## src/rtl/hte_pkg.sv

```systemverilog
// Types, codes and defaults shared by the Huffman table encoder modules.
package hte_pkg;

  localparam int DEF_MAX_CODE_LEN = 32;
  localparam int DEF_SYMBOLS      = 256;
  localparam int CODE_FIELD_W     = 32;
  localparam int BYTE_W           = 8;

  localparam logic [1:0] KIND_LOAD   = 2'd0;
  localparam logic [1:0] KIND_ENCODE = 2'd1;
  localparam logic [1:0] KIND_FLUSH  = 2'd2;

  typedef struct packed {
    logic [1:0]              kind;
    logic [7:0]              symbol;
    logic [CODE_FIELD_W-1:0] code_bits;
    logic [5:0]              code_length;
  } in_word_t;

  typedef struct packed {
    logic [BYTE_W-1:0] out_byte;
    logic              last;
  } out_word_t;

  typedef enum logic [1:0] {
    S_IDLE,
    S_LOOKUP,
    S_PACK,
    S_FLUSH
  } state_t;

  typedef struct packed {
    logic load;
    logic run;
    logic flush;
  } pk_ctrl_t;

  typedef struct packed {
    logic done;
  } pk_stat_t;

endpackage

```

## src/rtl/hte_packer.sv

```systemverilog
// Bit packer: shifts code bits into the byte accumulator and holds the output word.
module hte_packer #(
  parameter int MAX_CODE_LEN = hte_pkg::DEF_MAX_CODE_LEN,
  localparam int CODE_W = (MAX_CODE_LEN < hte_pkg::CODE_FIELD_W) ?
                          MAX_CODE_LEN : hte_pkg::CODE_FIELD_W,
  localparam int LEN_W  = $clog2(CODE_W + 1)
) (
  input  logic               clk,
  input  logic               rst_n,
  input  hte_pkg::pk_ctrl_t  ctrl,
  output hte_pkg::pk_stat_t  stat,
  input  logic [CODE_W-1:0]  tbl_code,
  input  logic [LEN_W-1:0]   tbl_len,
  output logic               out_valid,
  input  logic               out_ready,
  output hte_pkg::out_word_t out_data
);
  import hte_pkg::*;

  logic [CODE_W-1:0] code_r, code_nxt;
  logic [LEN_W-1:0]  rem_r, rem_nxt;
  logic [BYTE_W-1:0] pend_r, pend_nxt;
  logic [2:0]        cnt_r, cnt_nxt;
  logic              ov_r, ov_nxt;
  out_word_t         od_r, od_nxt;

  logic              slot_free;
  logic [LEN_W-1:0]  free;
  logic [LEN_W-1:0]  take;
  logic [LEN_W-1:0]  rem_after;
  logic [BYTE_W-1:0] top8;
  logic [BYTE_W-1:0] keep;
  logic [BYTE_W-1:0] merged;
  logic [3:0]        sum;
  logic              step_en;

  assign slot_free = !ov_r || out_ready;
  assign free      = LEN_W'(BYTE_W) - LEN_W'(cnt_r);
  assign take      = (rem_r < free) ? rem_r : free;
  assign rem_after = rem_r - take;
  assign top8      = code_r[CODE_W-1 -: BYTE_W];
  assign keep      = top8 & ~(8'hFF >> take);
  assign merged    = pend_r | (keep >> cnt_r);
  assign sum       = {1'b0, cnt_r} + take[3:0];
  assign step_en   = ctrl.run && (rem_r != '0) && slot_free;

  always_comb begin
    code_nxt = code_r;
    rem_nxt  = rem_r;
    pend_nxt = pend_r;
    cnt_nxt  = cnt_r;
    ov_nxt   = ov_r && !out_ready;
    od_nxt   = od_r;
    stat     = '0;
    if (ctrl.load) begin
      // left-align the code so its first bit sits at the top
      code_nxt = tbl_code << (LEN_W'(CODE_W) - tbl_len);
      rem_nxt  = tbl_len;
    end
    if (ctrl.run) begin
      stat.done = (rem_r == '0) || (step_en && (take == rem_r));
    end
    if (step_en) begin
      code_nxt = code_r << take;
      rem_nxt  = rem_after;
      if (sum[3]) begin
        ov_nxt          = 1'b1;
        od_nxt.out_byte = merged;
        od_nxt.last     = (rem_after < LEN_W'(BYTE_W));
        pend_nxt        = '0;
        cnt_nxt         = '0;
      end else begin
        pend_nxt = merged;
        cnt_nxt  = sum[2:0];
      end
    end
    if (ctrl.flush) begin
      stat.done = slot_free || (cnt_r == '0);
      if (slot_free && (cnt_r != '0)) begin
        ov_nxt          = 1'b1;
        od_nxt.out_byte = pend_r;
        od_nxt.last     = 1'b1;
        pend_nxt        = '0;
        cnt_nxt         = '0;
      end
    end
  end

  always_ff @(posedge clk) begin
    if (!rst_n) begin
      rem_r  <= '0;
      pend_r <= '0;
      cnt_r  <= '0;
      ov_r   <= 1'b0;
    end else begin
      rem_r  <= rem_nxt;
      pend_r <= pend_nxt;
      cnt_r  <= cnt_nxt;
      ov_r   <= ov_nxt;
    end
  end

  always_ff @(posedge clk) begin
    code_r <= code_nxt;
    od_r   <= od_nxt;
  end

  assign out_valid = ov_r;
  assign out_data  = od_r;

endmodule

```

## config.mk

```make
export PLATFORM = sky130hd
export DESIGN_NAME = hte_packer
export DESIGN_NICKNAME = d
export VERILOG_FILES = /design/src/rtl/hte_pkg.sv /design/src/rtl/hte_packer.sv
export SDC_FILE = /design/constraint.sdc
export NUM_CORES = 1
export LEC_CHECK = 0
export BUFFER_PORTS_ARGS = -buffer_cell sky130_fd_sc_hd__buf_2
export CAP_MARGIN = 30
export CORE_MARGIN = 4
export CORE_UTILIZATION = 55
export DETAILED_ROUTE_END_ITERATION = 10
export PLACE_DENSITY = 0.74
export SYNTH_ARGS = -nofsm -noshare
export SYNTH_HDL_FRONTEND = slang
export SYNTH_SLANG_ARGS = --single-unit
```

## constraint.sdc

```tcl
create_clock -name clk -period 6.3 [get_ports clk]
set_input_delay 0.315 -clock clk [delete_from_list [all_inputs] [get_ports clk]]
set_output_delay 0.315 -clock clk [all_outputs]
set_load 0.03 [all_outputs]
```

# ---- Word-level counts from Yosys, hierarchy flattened
# Index checks and enable logic that the tools add are counted.
# Widths: inputs -> output; s select.
dict set report totals {
  mem_bits_rw 0
  input_bits 44
  elab_cells 59
  out_inout_bits 11
  register_bits 59
  n_memories 0
  latchBits 0
  rom_bits 0
}
dict set report classes {
  eq_ne 1
  n_lt_le_gt_ge 2
  bitwise 3
  muxes 23
  reduce_logical 15
  n_div 0
  n_addsub 4
  n_shift 4
  mul 0
}
# operator n
set op_table {}
lappend op_table {{$mux 32} 2}
lappend op_table {{$shl 32x6->32} 2}
lappend op_table {{$mux 9} 4}
lappend op_table {{$mux 8} 4}
lappend op_table {{$mux 6} 3}
lappend op_table {{$mux 3} 4}
lappend op_table {{$and 8x8->8} 1}
lappend op_table {{$not 8->8} 1}
lappend op_table {{$or 8x8->8} 1}
lappend op_table {{$shr 8x3->8} 1}
lappend op_table {{$shr 8x6->8 const A} 1}
lappend op_table {{$eq 6x6->1} 1}
lappend op_table {{$logic_not 6->1} 1}
lappend op_table {{$lt 6x4->1 const B} 1}
lappend op_table {{$lt 6x6->1} 1}
lappend op_table {{$mux 1} 6}
lappend op_table {{$reduce_bool 6->1} 1}
lappend op_table {{$sub 6x6->6} 1}
lappend op_table {{$sub 6x6->6 const A} 1}
lappend op_table {{$logic_and 1x1->1} 5}
lappend op_table {{$sub 4x3->5 const A} 1}
lappend op_table {{$add 3x4->4} 1}
lappend op_table {{$logic_not 3->1} 1}
lappend op_table {{$logic_or 1x1->1} 3}
lappend op_table {{other kinds (3)} 4}

# ---- Logic depth before layout (Yosys ltp)
# Gate-level depths: netlist (run 1).
dict set report logic_depth {
  depth_word 12
  depth_mapped 21
  ltp_nobuf 17
}

# ---- Worst setup path after synthesis (run 1)
# Ideal clock, no wire load.
dict set report synth_timing {
  path_type {reg-to-reg}
  start {register cnt_r[0]}
  end {register cnt_r[1]}
  synth_period_minus_slack_ns 4.354
  arrival_ns 4.275
  t_required_ns 6.221
  setup_ns 0.079
  path_buffers 6
  path_slack_ns 1.946
  stages_incl_launch_ff 22
  cell_sequence {dfxtp_1 -> buf_2 -> inv_1 -> ha_1 -> ha_1 -> inv_1 -> ha_1 -> a2111oi_4 -> o21ai_2 -> mux2i_1 -> buf_6 -> buf_12 -> buf_4 -> ha_1 -> a21o_1 -> a21oi_1 -> xnor2_4 -> nand2b_4 -> buf_6 -> nand3_2 -> buf_4 -> a211oi_2}
}
dict set report synth_via {
  elab_chain_cells 8
  word_cells_on_any_way 10
  classes_between {add/sub (2); order compare (1); mux (5); reduce/logical (2)}
}
# item line
set synth_lines {}
lappend synth_lines {{from (decl)} hte_packer.sv:23} ;# logic [2:0] cnt_r, cnt_nxt;
lappend synth_lines {{from (signal assigned)} hte_packer.sv:98} ;# cnt_r <= cnt_nxt;
lappend synth_lines {{$sub 4x3->5} hte_packer.sv:38} ;# assign free = LEN_W'(BYTE_W) - LEN_W'(cnt_r);
lappend synth_lines {{$lt 6x6->1} hte_packer.sv:39} ;# assign take = (rem_r < free) ? rem_r : free;
lappend synth_lines {{$mux 6} hte_packer.sv:39}
lappend synth_lines {{$add 3x4->4} hte_packer.sv:44} ;# assign sum = {1'b0, cnt_r} + take[3:0];
lappend synth_lines {{$mux 3} hte_packer.sv:66} ;# if (sum[3]) begin
lappend synth_lines {{$mux 3} hte_packer.sv:63} ;# if (step_en) begin
lappend synth_lines {{$mux 3} hte_packer.sv:79} ;# if (slot_free && (cnt_r != '0)) begin
lappend synth_lines {{$mux 3 (*)} hte_packer.sv:77} ;# if (ctrl.flush) begin
# Mark *: on every way between the ends. The rest lies on a longest branch, timed or not.
# A chain may end at the register's enable or synchronous reset.

# ---- Final worst setup path (run 1)
dict set report layout_timing {
  start {register cnt_r[0]}
  end {register pend_r[1]}
}
dict set report layout_via {
  elab_chain_cells 12
  word_cells_on_any_way 15
  classes_between {add/sub (2); order compare (1); shift (2); mux (5); bitwise (3); reduce/logical (2)}
}
# item line
set layout_lines {}
lappend layout_lines {{$sub 4x3->5} hte_packer.sv:38}
lappend layout_lines {{$lt 6x6->1} hte_packer.sv:39}
lappend layout_lines {{$mux 6} hte_packer.sv:39}
lappend layout_lines {{$shr 8x6->8} hte_packer.sv:42} ;# assign keep = top8 & ~(8'hFF >> take);
lappend layout_lines {{$not 8->8} hte_packer.sv:42}
lappend layout_lines {{$and 8x8->8} hte_packer.sv:42}
lappend layout_lines {{$shr 8x3->8} hte_packer.sv:43} ;# assign merged = pend_r | (keep >> cnt_r);
lappend layout_lines {{$or 8x8->8} hte_packer.sv:43}
lappend layout_lines {{$mux 8} hte_packer.sv:66}
lappend layout_lines {{$mux 8} hte_packer.sv:63}
lappend layout_lines {{$mux 8} hte_packer.sv:79}
lappend layout_lines {{$mux 8 (*)} hte_packer.sv:77}
lappend layout_lines {{to (signal assigned)} hte_packer.sv:97} ;# pend_r <= pend_nxt;
lappend layout_lines {{to (decl)} hte_packer.sv:22} ;# logic [BYTE_W-1:0] pend_r, pend_nxt;
# Marked as above.

==> results.sh, run 1 <==
export IMPL_status="complete, no violations"
export IMPL_area_growth_pct=8.87
export IMPL_post_route_drc_count=0
export IMPL_async_flop_share_pct=0
export IMPL_hold_class="input pin to flip-flop"
export IMPL_cts_root_buf="clkbuf_16"
export IMPL_post_route_period_util_pct=82.6
export IMPL_r2r_end="pend_r[1]"
export IMPL_synth_common_cells="97 x nand2_1, 84 x mux2i_1, 58 x nor2_1"
export IMPL_setup_viol_count_final=0
export IMPL_synth_edff_count=32
export IMPL_synth_distinct_cells=86
export IMPL_antenna_found_initial=0
export IMPL_cp_end_kind="flip-flop"
export IMPL_synth_yosys_warnings=0
export IMPL_postCtsHoldBufs=0
export IMPL_start_util_pct=56.2
export IMPL_netlist_area_mm2=0.00645
export IMPL_ys_top_cells_by_area="edfxtp_1 15%, mux2i_1 13%, mux4_2 9.8%, dfxtp_1 8.4%, nand2_1 5.6%"
export IMPL_wl_per_cell_um=21.7
export IMPL_cts_buffer_depth=2
export IMPL_worstMarginPinSlew_ns=0.970
export IMPL_relSlewSlack_pct=35.1
export IMPL_syn_num_nets=778
export IMPL_ys_seq_area_share_pct=23.3
export IMPL_grt_max_degree=36
export IMPL_detail_route_antenna_nets=0
export IMPL_period_minus_slack_ns=5.20
export IMPL_drv_slew=0
export IMPL_num_rows=39
export IMPL_crit_type="flip-flop to flip-flop"
export IMPL_cp_required_ns=6.54
export IMPL_die_area_mm2=0.0135
export IMPL_drt_iter0_drc=626
export IMPL_vias=6150
export IMPL_fin_nets=801
export IMPL_cts_buffers=9
export IMPL_cts_tree="yes"
export IMPL_synth_ff_type="edfxtp_1"
export IMPL_cp_arrival_ns=5.45
export IMPL_reg2reg_from="cnt_r[0]"
export IMPL_core_area_mm2=0.0115
export IMPL_skew_ns=0.00547
export IMPL_drt_wl_total_um=19400
export IMPL_ff2ff_setup_slack_ns=1.10
export IMPL_dp_hpwl_um=14800
export IMPL_antenna_cells=0
export IMPL_hold_viol=0
export IMPL_yosysMostFrequentCell="nand2_1"
export IMPL_reg2regPathDepth=16
export IMPL_rsz0062_at_grt="false"
export IMPL_cts_sinks=59
export IMPL_start_kind="flip-flop"
export IMPL_yosysTopAreaCell="edfxtp_1"
export IMPL_cts_resized_gates=0
export IMPL_cap_violations=0
export IMPL_post_cts_buffers=0
export IMPL_postSynthCellCount=719
export IMPL_clk_latency_ns=0.34
export IMPL_grt_pass1_wl_um=30800
export IMPL_die_height_um=116
export IMPL_fp_dieW_um=116
export IMPL_fmax_ghz=0.192
export IMPL_portBuffers=54
export IMPL_synthDominantCellAreaShare_pct=14.9
export IMPL_post_synth_cell_area_avg_um2=8.97
export IMPL_num_io_pins=55
export IMPL_grt_ovfl_total=0
export IMPL_place_gp_congestion=0.958
export IMPL_clk_pin_slew_ns=0.06
export IMPL_drive_gt1_share_pct=21.2
export IMPL_cp_endpoint="pend_r[1]"
export IMPL_crit_start="cnt_r[0]"
export IMPL_ys_ff_latch=59
export IMPL_drt_pass1_iterations=6
export IMPL_path_max_fanout=21
export IMPL_grt_usage_pct=29.1
export IMPL_grt_pass1_vias=5637
export IMPL_htreeDepth=3
export IMPL_finalSetupTns_ns=0
export IMPL_routed_via_density=6.91
==> cell type report <==
| type | count | area [µm²] |
|---|---|---|
| Clock buffer | 9 | 225 |
| Clock inverter | 7 | 57.6 |
| Fill cell | 997 | 4450 |
| Inverter | 20 | 82.6 |
| Multi-Input combinational cell | 586 | 4570 |
| Sequential cell | 59 | 1500 |
| Tap cell | 143 | 179 |
| Timing Repair Buffer | 66 | 400 |
==> how the worst min path moves through the flow <==
stage	from	endpoint	cells past startpoint
final	rst_n	rem_r[1]	2
after detailed placement	pend_r[7]	out_data[8]	1
after CTS	rst_n	rem_r[0]	2
after global routing	rst_n	rem_r[0]	2
after floorplan	pend_r[7]	out_data[8]	1
after global placement	out_data[0]	out_data[0]	2
==> cells by family (layout without fill, tap and decap cells) <==
family | after synthesis | count (layout) | synth area share, %
flip-flops | 59 | 59 | 23.3
multiplexers | 128 | 128 | 26.1
buffers and inverters | 74 | 102 | 6.09
AO/OA/AOI/OAI | 196 | 196 | 22.8
AND/OR/NAND/NOR | 235 | 235 | 16.6
XOR/XNOR | 12 | 12 | 1.92
adder cells (fa/ha/maj) | 15 | 15 | 3.14
==> registers in the layout, summed over array words and instances, names as in the netlist <==
signal / cells
cnt_r: 3
code_r: 32
out_data: 9
out_valid: 1
pend_r: 8
rem_r: 6
==> stage by stage <==
step	utilization [%]	cell area, µm²	cells	hold slack (ns)	setup WS, ns
5_1_grt	61.2	7020	890	0.298	0.680
2_1_floorplan	-	6450	719	0.437	1.95
3_5_place_dp	58.5	6710	873	0.476	1.18
6_report	61.2	7020	890	0.298	1.10
4_1_cts	61.0	6990	889	0.290	1.17
3_3_place_gp	58.3	6680	872	0.458	1.45
==> per-layer routing <==
metal	GRT usage, %	up-vias	wire (µm)
met4	7.35	0	361
met2	43.0	344	8460
li1	-	2828	-
met5	0	-	0
met3	4.25	41	1830
met1	44.6	2937	8700
==> cells in the final DEF (no fill, tap or decap), types with 8 or more instances in the layout <==
cell type   n
a21oi_1    33
o21ai_0    24
buf_4      10
mux2_2     10
mux4_2     28
nor3_1     16
edfxtp_1   32
ha_1       13
inv_1      17
mux2i_1    83
o22ai_1    17
a22oi_1    17
nor2_1     58
o211ai_1   15
clkbuf_16   9
nand3_1    22
a32oi_1     8
a31oi_1    10
nand2_1    97
dfxtp_1    27
a211oi_1    8
buf_2      54
==> worst max-delay path, stage by stage (launching register included) <==
cell and delay [ns]:
dfxtp_1 0.81, inv_1 0.14, ha_1 0.24, ha_1 0.41
inv_1 0.08, ha_1 0.33, o211ai_2 0.15, and2_1 0.22
o21ai_2 0.70, inv_1 0.25, ha_1 0.27, a21o_1 0.15
a21oi_1 0.34, xnor2_4 0.19, nand2b_4 0.24, nand3_2 0.24
nor3b_1 0.32
Power of run 1 is left out: the tool's default activity adds up to more than one toggle a clock period on the data nets, which glitch-free logic cannot reach.
==> run 2: changes to the inputs <==
--- a/config.mk
+++ b/config.mk
@@ -10,7 +10,7 @@
 export CORE_MARGIN = 4
 export CORE_UTILIZATION = 55
 export DETAILED_ROUTE_END_ITERATION = 10
-export PLACE_DENSITY = 0.74
+export PLACE_DENSITY = 0.77
 export SYNTH_ARGS = -nofsm -noshare
 export SYNTH_HDL_FRONTEND = slang
 export SYNTH_SLANG_ARGS = --single-unit
==> constraint.sdc (replaced) <==
create_clock -name clk -period 4.6 [get_ports clk]
set_input_delay 0.23 -clock clk [delete_from_list [all_inputs] [get_ports clk]]
set_output_delay 0.23 -clock clk [all_outputs]
set_load 0.03 [all_outputs]
==> results.sh, run 2 (same netlist as run 1, synthesis figures left out) <==
export IMPL_final_common_cell="nand2_1"
export IMPL_min_to="rem_r[0]"
export IMPL_setup_viol_count_final=0
export IMPL_drive_gt1_share_pct=22.9
export IMPL_crit_type="flip-flop to output port"
export IMPL_clk_pin_slew_ns=0.06
export IMPL_rsz0062_at_grt="false"
export IMPL_cts_tree="yes"
export IMPL_start_util_pct=56.2
export IMPL_antenna_found_initial=0
export IMPL_period_minus_slack_ns=4.23
export IMPL_die_height_um=116
export IMPL_cts_buffers=9
export IMPL_path_cells="inv_1 > ha_1 > ha_1 > inv_1 > ha_1 > a2111oi_4 > o21ai_2 > mux2_4 > clkinv_4 > ha_1 > nand4_1 > o22ai_1 > nand3_1 > nand2_1 > buf_2"
export IMPL_drt_wl_total_um=19800
export IMPL_worstMarginPinSlew_ns=1.04
export IMPL_register_area_mm2=0.00150
export IMPL_antenna_cells=0
export IMPL_fp_dieW_um=116
export IMPL_drt_pass1_iterations=5
export IMPL_fin_util_pct=62.6
export IMPL_final_cell_mix="97 x nand2_1, 83 x mux2i_1, 58 x nor2_1"
export IMPL_vias=6300
export IMPL_cp_arrival_ns=4.00
export IMPL_place_gp_congestion=0.938
export IMPL_area_growth_pct=11.4
export IMPL_largest_reg_flops=32
export IMPL_fmax_ghz=0.237
export IMPL_drv_slew=0
export IMPL_relSlewSlack_pct=30.6
export IMPL_grt_pass1_wl_um=31500
export IMPL_grt_ovfl_total=0
export IMPL_routed_via_density=6.98
export IMPL_cts_root_buf="clkbuf_16"
export IMPL_cp_required_ns=4.37
export IMPL_start_kind="flip-flop"
export IMPL_top_register="code_r"
export IMPL_cts_buffer_depth=2
export IMPL_post_route_drc_count=0
export IMPL_cp_slowest_cell="dfxtp_1"
export IMPL_reg2regPathDepth=16
export IMPL_post_route_period_util_pct=91.8
export IMPL_num_fill_cells=945
export IMPL_grt_pass1_vias=5839
export IMPL_whs_path_depth=2
export IMPL_r2r_end="out_data[0]"
export IMPL_grt_usage_pct=29.6
export IMPL_path_buf_inv=4
export IMPL_crit_top_cell="ha_1"
export IMPL_reg2reg_from="cnt_r[1]"
export IMPL_place_ws_ns=0.327
export IMPL_detail_route_antenna_nets=0
export IMPL_clk_latency_ns=0.34
export IMPL_hold_viol=0
export IMPL_dp_hpwl_um=14900
export IMPL_finalSetupTns_ns=0
export IMPL_path_max_fanout=20
export IMPL_finalWorstSetupSlack_ns=0.375
export IMPL_wl_per_cell_um=21.9
export IMPL_die_area_mm2=0.0135
export IMPL_htreeDepth=3
export IMPL_drt_iter0_drc=719
export IMPL_num_rows=39
export IMPL_ff2ff_setup_slack_ns=0.37
export IMPL_core_area_mm2=0.0115
export IMPL_grt_max_degree=36
export IMPL_cpPeakStageDelay_ns=0.47
export IMPL_fin_nets=814
export IMPL_min_from="rst_n"
export IMPL_portBuffers=54
export IMPL_num_io_pins=55
export IMPL_skew_ns=0.00500
export IMPL_status="complete, no violations"
export IMPL_cp_end_kind="output port"
export IMPL_hold_class="input pin to flip-flop"
export IMPL_cts_sinks=59
export IMPL_cp_top_family="adder cells"
export IMPL_multi_input_area_mm2=0.00459
export IMPL_cap_violations=0
-- run 2: repair_timing --
item / in CTS / in global routing
hold buffers: 0 / 0
buffers inserted: 0 / 0
setup endpoints to repair: 0 / 8
gates resized for setup: 0 / 4
-- run 2: area by class of cell --
| type | count | share of cell area, % |
|---|---|---|
| multi-input cells | 586 | 63.8 |
| flip-flops and latches | 59 | 20.9 |
| repair buffers | 79 | 6.98 |
| clock buffers | 12 | 4.18 |
| well taps | 143 | 2.49 |
| inverters | 20 | 1.15 |
| clock inverters | 4 | 0.453 |
-- run 2: how the worst max path moves through the flow --
stage | start | endpoint | depth (start not counted)
3_5_place_dp | cnt_r[1] | pend_r[3] | 15
4_1_cts | cnt_r[1] | pend_r[3] | 15
5_1_grt | cnt_r[1] | stat | 14
2_1_floorplan | cnt_r[0] | cnt_r[1] | 21
3_3_place_gp | cnt_r[1] | pend_r[3] | 15
6_report | cnt_r[1] | stat | 15
-- run 2: per-stage QoR --
step	hold WS, ns	std cells	area, µm²
2_1_floorplan	0.376	719	6450
3_3_place_gp	0.452	885	6780
3_5_place_dp	0.457	886	6810
4_1_cts	0.217	902	7140
5_1_grt	0.232	903	7180
6_report	0.224	903	7180
-- run 2: worst register-to-register path, cell delays in order (launching register included) --
cell	delay, ns
dfxtp_1	0.47
inv_1	0.19
ha_1	0.45
inv_1	0.12
ha_1	0.33
o211ai_2	0.14
o21ai_2	0.33
mux2i_4	0.42
inv_4	0.17
ha_1	0.33
nor2b_1	0.14
o21ai_0	0.17
nand2b_1	0.14
a211oi_2	0.34
xnor2_1	0.16
nand4_1	0.14
nand3_1	0.12
-- run 2: metal layers --
layer	track usage, %	part of all wire (%)
met3	6.32	9.6
met5	0	0
met1	43.1	44
met2	44.7	44
met4	7.66	2.1
Power of run 2 is left out for the same reason.
==> run 3: changes to the inputs <==
--- a/config.mk
+++ b/config.mk
@@ -11,6 +11,7 @@
 export CORE_UTILIZATION = 55
 export DETAILED_ROUTE_END_ITERATION = 10
 export PLACE_DENSITY = 0.77
+export REMOVE_ABC_BUFFERS = 1
 export SYNTH_ARGS = -nofsm -noshare
 export SYNTH_HDL_FRONTEND = slang
 export SYNTH_SLANG_ARGS = --single-unit
==> results.sh, run 3 (same netlist as run 1, synthesis figures left out) <==
export IMPL_rsz0062_at_grt="false"
export IMPL_dp_hpwl_um=14700
export IMPL_cts_root_buf="clkbuf_16"
export IMPL_routed_via_density=6.97
export IMPL_cts_buffers=9
export IMPL_fmax_ghz=0.229
export IMPL_clk_latency_ns=0.34
export IMPL_largest_reg_flops=32
export IMPL_cp_required_ns=4.37
export IMPL_drive_gt1_share_pct=22.9
export IMPL_antenna_found_initial=0
export IMPL_dp_cells=884
export IMPL_whs_ns=0.225
export IMPL_multi_input_area_mm2=0.00459
export IMPL_die_height_um=116
export IMPL_num_rows=39
export IMPL_hold_viol=0
export IMPL_hold_class="input pin to flip-flop"
export IMPL_top_register="code_r"
export IMPL_htreeDepth=3
export IMPL_grt_max_degree=36
export IMPL_cts_buffer_depth=2
export IMPL_start_util_pct=56.2
export IMPL_grt_usage_pct=29.3
export IMPL_grt_pass1_vias=5999
export IMPL_wl_per_cell_um=21.4
export IMPL_post_route_period_util_pct=95.1
export IMPL_post_route_drc_count=0
export IMPL_status="complete, no violations"
export IMPL_place_gp_congestion=0.940
export IMPL_cts_tree="yes"
export IMPL_cp_arrival_ns=4.14
export IMPL_antenna_cells=0
export IMPL_drt_iter0_drc=642
export IMPL_setup_viol_count_final=0
export IMPL_cap_violations=0
export IMPL_cp_end_kind="output port"
export IMPL_relSlewSlack_pct=38.0
export IMPL_path_max_fanout=20
export IMPL_fin_nets=814
export IMPL_fp_dieW_um=116
export IMPL_layout_cells_non_filler=903
export IMPL_cts_sinks=59
export IMPL_skew_ns=0.00940
export IMPL_fin_area_mm2=0.00713
export IMPL_clk_pin_slew_ns=0.06
export IMPL_drt_wl_total_um=19400
export IMPL_num_io_pins=55
export IMPL_portBuffers=54
export IMPL_die_area_mm2=0.0135
export IMPL_core_area_mm2=0.0115
export IMPL_final_common_cell="nand2_1"
export IMPL_final_cell_mix="97 x nand2_1, 83 x mux2i_1, 58 x nor2_1"
export IMPL_detail_route_antenna_nets=0
export IMPL_vias=6294
export IMPL_period_minus_slack_ns=4.37
export IMPL_drv_slew=0
export IMPL_grt_ovfl_total=0
export IMPL_worstMarginPinSlew_ns=0.929
export IMPL_crit_type="flip-flop to output port"
export IMPL_area_growth_pct=10.5
export IMPL_register_area_mm2=0.00150
export IMPL_drt_pass1_iterations=6
export IMPL_num_fill_cells=956
export IMPL_place_area_mm2=0.00679
export IMPL_grt_pass1_wl_um=31200
export IMPL_start_kind="flip-flop"
export IMPL_postCtsHoldBufs=0
run 3: cell types whose count changed in the layout (fill, tap and decap cells not counted):
cell	change
clkinvlp_4	+1
buf_4	+1
clkbuf_16	-3
buf_16	-1
o21ai_4	+1
o21ai_2	-1
inv_8	+2
run 3: critical path, stage by stage (launching register included):
cell,delay [ns]
dfxtp_1,0.50
inv_1,0.21
ha_1,0.23
ha_1,0.38
inv_1,0.07
ha_1,0.21
a2111oi_4,0.47
o21ai_4,0.17
mux2_4,0.41
inv_8,0.14
ha_1,0.39
nand4_1,0.13
o22ai_1,0.13
nand3_1,0.10
nand2_1,0.07
buf_2,0.19
run 3: through the flow:
stage,setup slack (ns),utilization [%],setup TNS (ns)
floorplan,-2.16,-,-92.83
global placement,0.353,59.0,0
detailed placement,0.148,59.2,0
CTS,0.0243,61.7,0
global route,0.0131,62.1,0
finish,0.227,62.1,0
run 3: cell type report:
cell class | instances | area share (%)
Sequential cell | 59 | 21.1
Inverter | 20 | 1.19
Clock inverter | 7 | 0.843
Timing Repair Buffer | 79 | 6.76
Clock buffer | 9 | 3.16
Multi-Input combinational cell | 586 | 64.5
Tap cell | 143 | 2.51
run 3: final timing paths:
| check | cells past startpoint | end | start | slack, ns |
|---|---|---|---|---|
| min | 2 | rem_r[1] | rst_n | 0.22 |
| min reg2reg | 2 | out_data[0] | out_data[0] | 0.47 |
| max reg2reg | 15 | pend_r[3] | cnt_r[1] | 0.25 |
| max | 15 | stat | cnt_r[1] | 0.23 |
run 3: timing repair:
action                                  4_1_cts  5_1_grt
buffers inserted                              0        3
endpoints found under the setup margin        0       33
resized for setup                             0        6
hold endpoints to repair                      0        0
run 3: layer usage:
metal / vias up / wire, µm / share of wire [%] / global-route usage [%]
met5: - / 0 / 0 / 0
met4: 0 / 461 / 2.4 / 9.51
met3: 47 / 2090 / 11 / 7.20
met2: 397 / 8730 / 45 / 45.3
met1: 2992 / 8080 / 42 / 40.6
li1: 2858 / - / - / -
Power of run 3 is left out for the same reason.
